## config.mk

```make
export PLATFORM = sky130hd
export DESIGN_NAME = bhpq_ctrl
export DESIGN_NICKNAME = d
export VERILOG_FILES = /design/src/rtl/bhpq_pkg.sv /design/src/rtl/bhpq_ctrl.sv
export SDC_FILE = /design/constraint.sdc
export NUM_CORES = 1
export LEC_CHECK = 0
export BUFFER_PORTS_ARGS = -buffer_cell sky130_fd_sc_hd__buf_2
export CAP_MARGIN = 20
export CORE_AREA = 4 4 41 43
export CTS_BUF_LIST = sky130_fd_sc_hd__clkbuf_8
export CTS_CLUSTER_SIZE = 30
export DETAILED_ROUTE_END_ITERATION = 8
export DIE_AREA = 0 0 45 47
export HOLD_SLACK_MARGIN = 0.06
export PLACE_DENSITY = 0.72
export SETUP_SLACK_MARGIN = 0.5
export SLEW_MARGIN = 0
export SYNTH_ARGS = -nofsm -noshare
export SYNTH_HDL_FRONTEND = slang
export SYNTH_SLANG_ARGS = --single-unit
```

## constraint.sdc

```tcl
create_clock -name clk -period 1.68 [get_ports clk]
set_input_delay 0.084 -clock clk [delete_from_list [all_inputs] [get_ports clk]]
set_output_delay 0.084 -clock clk [all_outputs]
set_load 0.05 [all_outputs]
```

## src/rtl/bhpq_pkg.sv

```systemverilog
// ----------------------------------------------------------------------------
// bhpq_pkg: shared types and constants for the binary heap priority queue
// Capacity, widths, status codes and the controller/datapath command struct.
// ----------------------------------------------------------------------------
package bhpq_pkg;

    localparam int CAPACITY  = 64;
    localparam int KEY_BITS  = 32;
    localparam int PAY_BITS  = 32;
    localparam int ADDR_BITS = $clog2(CAPACITY);
    localparam int CNT_BITS  = $clog2(CAPACITY + 1);
    localparam int ENT_BITS  = KEY_BITS + PAY_BITS;

    localparam logic [1:0] ST_OK    = 2'd0;
    localparam logic [1:0] ST_EMPTY = 2'd1;
    localparam logic [1:0] ST_FULL  = 2'd2;

    localparam logic OP_INSERT  = 1'b0;
    localparam logic OP_EXTRACT = 1'b1;

    // what the controller asks of the datapath
    typedef struct packed {
        logic load;        // capture input word
        logic reject;      // insert into full or extract from empty
        logic up_init;     // sift up: start at end slot
        logic up_step;     // sift up: parent data back, decide
        logic dn_init;     // extract: read root (port a) and last (port b)
        logic dn_root;     // extract: latch root, last entry becomes moving entry
        logic dn_step;     // sift down: children back, decide
        logic done;        // write final entry, build result
    } bhpq_cmd_t;

    typedef struct packed {
        logic is_extract;
        logic empty;
        logic full;
        logic up_stop;     // sift up finished
        logic dn_stop;     // sift down finished
    } bhpq_stat_t;

    function automatic logic ranks_above(input logic signed [KEY_BITS-1:0] a,
                                         input logic signed [KEY_BITS-1:0] b,
                                         input logic max_mode);
        ranks_above = max_mode ? (a > b) : (a < b);
    endfunction

endpackage

```

## src/rtl/bhpq_ctrl.sv

```systemverilog
// ----------------------------------------------------------------------------
// bhpq_ctrl: operation sequencer and output word handshake
// ----------------------------------------------------------------------------
module bhpq_ctrl (
    input  logic                 clk,
    input  logic                 rst_n,
    input  logic                 in_valid,
    output logic                 in_stall,
    output logic                 out_valid,
    input  logic                 out_stall,
    input  bhpq_pkg::bhpq_stat_t stat,
    output bhpq_pkg::bhpq_cmd_t  cmd,
    output logic                 busy
);

    typedef enum logic [6:0] {
        S_IDLE  = 7'b0000001,
        S_DEC   = 7'b0000010,
        S_WAIT  = 7'b0000100,
        S_UP    = 7'b0001000,
        S_DNRD  = 7'b0010000,
        S_DN    = 7'b0100000,
        S_DONE  = 7'b1000000
    } state_t;

    state_t state_reg, state_next;
    logic   ovalid_reg, ovalid_next;

    // S_WAIT covers the registered RAM read after each position change (S_DNRD covers the first one on extract)
    always_comb
    begin
        cmd         = '0;
        state_next  = state_reg;
        ovalid_next = ovalid_reg && out_stall;
        in_stall    = 1'b1;
        case (state_reg)
            S_IDLE:
            begin
                in_stall = ovalid_reg && out_stall;
                if (in_valid && !in_stall)
                begin
                    cmd.load   = 1'b1;
                    state_next = S_DEC;
                end
            end
            S_DEC:
            begin
                if (stat.is_extract ? stat.empty : stat.full)
                begin
                    cmd.reject = 1'b1;
                    state_next = S_DONE;
                end
                else if (stat.is_extract)
                begin
                    cmd.dn_init = 1'b1;
                    state_next  = S_DNRD;
                end
                else
                begin
                    cmd.up_init = 1'b1;
                    state_next  = S_WAIT;
                end
            end
            S_WAIT:
            begin
                state_next = stat.is_extract ? S_DN : S_UP;
            end
            S_UP:
            begin
                cmd.up_step = 1'b1;
                state_next  = stat.up_stop ? S_DONE : S_WAIT;
            end
            S_DNRD:
            begin
                // root and last entry back from ports a and b
                cmd.dn_root = 1'b1;
                state_next  = S_DN;
            end
            S_DN:
            begin
                cmd.dn_step = 1'b1;
                state_next  = stat.dn_stop ? S_DONE : S_WAIT;
            end
            S_DONE:
            begin
                if (!ovalid_reg)
                begin
                    cmd.done    = 1'b1;
                    ovalid_next = 1'b1;
                    state_next  = S_IDLE;
                end
            end
            default:
            begin
                state_next = S_IDLE;
            end
        endcase
    end

    always_ff @(posedge clk or negedge rst_n)
    begin
        if (!rst_n)
        begin
            state_reg  <= S_IDLE;
            ovalid_reg <= 1'b0;
        end
        else
        begin
            state_reg  <= state_next;
            ovalid_reg <= ovalid_next;
        end
    end

    assign out_valid = ovalid_reg;
    assign busy      = (state_reg != S_IDLE);

endmodule

```

==> results.toml <==
[timing]
fin_crit_sh_pct = 97.54
maxSlewViolCount = 0
fin_hold_ws_ps = 85.29
hold_violations = 0
rsz0062_at_grt = "true"
fmax_mhz = 610.3
slew-limit-headroom_pct = 78.48
setup_viol = 0
tightest_slew_ps = 320.4
finalClockSkew_ps = 0.6871
worst_slack_ps = 41.37
period_needed_ps = 1639

[pwr]
p_leak_nw = 0.4953
ir_worst_vdd_mv = 0.8419
p_per_area_nw_per_um2 = 1442

[floorplanning]
row_count = 13
ios = 20
die_h_um = 47
coreArea_um2 = 1301
die_w_um = 45
die-area_um2 = 2115
start_util_pct = 40.38

[worst_hold_path]
hold_path.class = "in -> reg"
holdPathEnd = "state_reg[6]"
min_path_cells = 2
min_from = "stat[1]"

[logic_synthesis]
yosysWarnings = 0
netlist_instances = 55
synthTopCellsByArea = "dfrtp_1 33%, dfstp_2 5.0%, and3_1 4.8%"
synth_top_area_share_pct = 33.33
synth_fa_ha_area_share_pct = 0
synth.largest_area_cell = "dfrtp_1"
synth_compound_area_share_pct = 6.667
synth_top_family_by_area = "simple AND/OR/NAND/NOR gates"
ys_types = 29
synthSimpleGateAreaFrac_pct = 45.00
muxShareOfSynthArea_pct = 3.810
async_flop_share_pct = 100.0
synth_edf_count = 0
ys.flop_type = "dfrtp_1"
synth_xor_area_share_pct = 1.667
synth_seq_cells = 8
synth.avg_cell_area_um2 = 9.555
netlist_area_um2 = 525.5
synth_nets = 64
yosysSeqAreaShare_pct = 38.33

[grt]
antenna_found_initial = 0
grt_pass1_wl_um = 2863
grt_pass1_vias = 591
grtUsageTotal_pct = 20.18
grt.overflow.total = 0
grt_max_degree = 9

[drt]
num_vias = 615
routed_wl_um = 1973
first_iter_violations = 7
wl_per_cell_um = 17.94
route.detailed.drc = 0
first_pass_iters = 4
ant_nets = 0
avgViaCountPerCell = 5.591

[worst_setup_path]
crit_path_max_fanout = 5
required_ps = 1600
critPathArrivalTime_ps = 1550
cp_top_family = "simple AND/OR/NAND/NOR gates"
rr_endpoint = "state_reg[2]"
worstSetupStartpointType = "register"
r2r_start = "state_reg[3]"
cpPeakStageDelay_ps = 450
critPathSlowestCell = "dfrtp_2"
rrSetupSlack_ps = 140
critPathBufInv = 1
crit_chain = "or3_4 -> nor4_4 -> buf_6"
critPathCaptureType = "output port"
reg2reg_depth = 5
crit_type = "reg -> out"

[flow_run]
max_cap_viol_count = 0

[clock_tree]
clockRootBuffer = "clkbuf_8"
cts_sinks = 8
clk_pin_slew_worst_paths_ps = 40
cts_buffers = 3
htree_levels = 1
cts_tree = "built"
clock_latency_ps = 230
clk_path_buf_depth = 2

[layout]
nNetsFinal = 105
drive_gt1_share_pct = 74.74
mostFrequentLayoutCell = "buf_4"
diodes = 0
areaGrowthSynthToFinish_pct = 103.6
largest_reg_flops = 7
layout.cells.non_filler = 110
n_fill_cell = 75
layout_common_cells = "14 x buf_4, 9 x buf_2, 7 x buf_6, 6 x buf_8"

[placed_design]
portBuffers = 19
pre_cts_slack_ps = 147.2
gp_congestion = 0.7295
dp.cells = 89

[status]
status = "completed"
## through the flow
stage | util, % | setup TNS (ps) | total power, mW | cell area [µm²]
global placement | 53.65 | 0 | 0.8060 | 698.2
finish | 82.21 | 0 | 1.543 | 1070
CTS | 72.31 | 0 | 1.267 | 940.9
detailed placement | 53.65 | 0 | 0.8168 | 698.2
global route | 82.21 | -60.35 | 1.605 | 1070
floorplan | - | -371.1 | 0.7247 | 591.8
## layer usage
layer	global-route usage (%)	up-vias	routed length, µm	part of all wire, %
li1	-	277	-	-
met1	22.43	306	755	38
met2	34.18	24	1043	53
met3	6.897	8	117	5.9
met4	10.53	0	57	2.9
met5	0	-	0	0
## cell usage after synthesis, types with 3 or more instances
library cell,count
dfrtp_1,7
nor3_1,5
and3_1,4
inv_1,3
nor2_1,3
nor2b_1,3
## worst max path at each step
stage / slack (ps) / cells past startpoint / start / endpoint
finish: 40 / 3 / state_reg[5] / cmd[4]
global route: -30 / 4 / state_reg[5] / cmd[7]
CTS: 20 / 3 / state_reg[6] / cmd[1]
detailed placement: 150 / 3 / state_reg[6] / cmd[1]
global placement: 160 / 4 / state_reg[5] / cmd[5]
floorplan: -180 / 4 / state_reg[6] / state_reg[2]
## final cells by class
class / instances / area [µm²] / area share [%]
multi-input combinational: 42 / 446.7 / 41.75
timing repair buffer: 38 / 339.1 / 31.70
sequential: 8 / 206.4 / 19.30
clock buffer: 3 / 41.29 / 3.860
tap: 15 / 18.77 / 1.754
inverter: 3 / 13.76 / 1.287
clock inverter: 1 / 3.754 / 0.3509
## logic make-up after synthesis
| kind of cell | count (synthesis) |
|---|---|
| xor+xnor | 1 |
| buf+inv | 5 |
| compound gates | 5 |
| mux | 2 |
| simple gates | 34 |
| flops | 8 |
## timing repair
item	CTS	global route
endpoints found under the hold margin	9	0
setup buffers	12	3
pin swaps	8	9
gates resized for setup	24	33
hold buffers	2	0
endpoints found under the setup margin	18	18
## power breakdown
part,internal [mW],switching (mW)
sequential,0.231,0.0474
combinational,0.492,0.529
clock,0.159,0.0841
(Power assumes the default switching activity.)
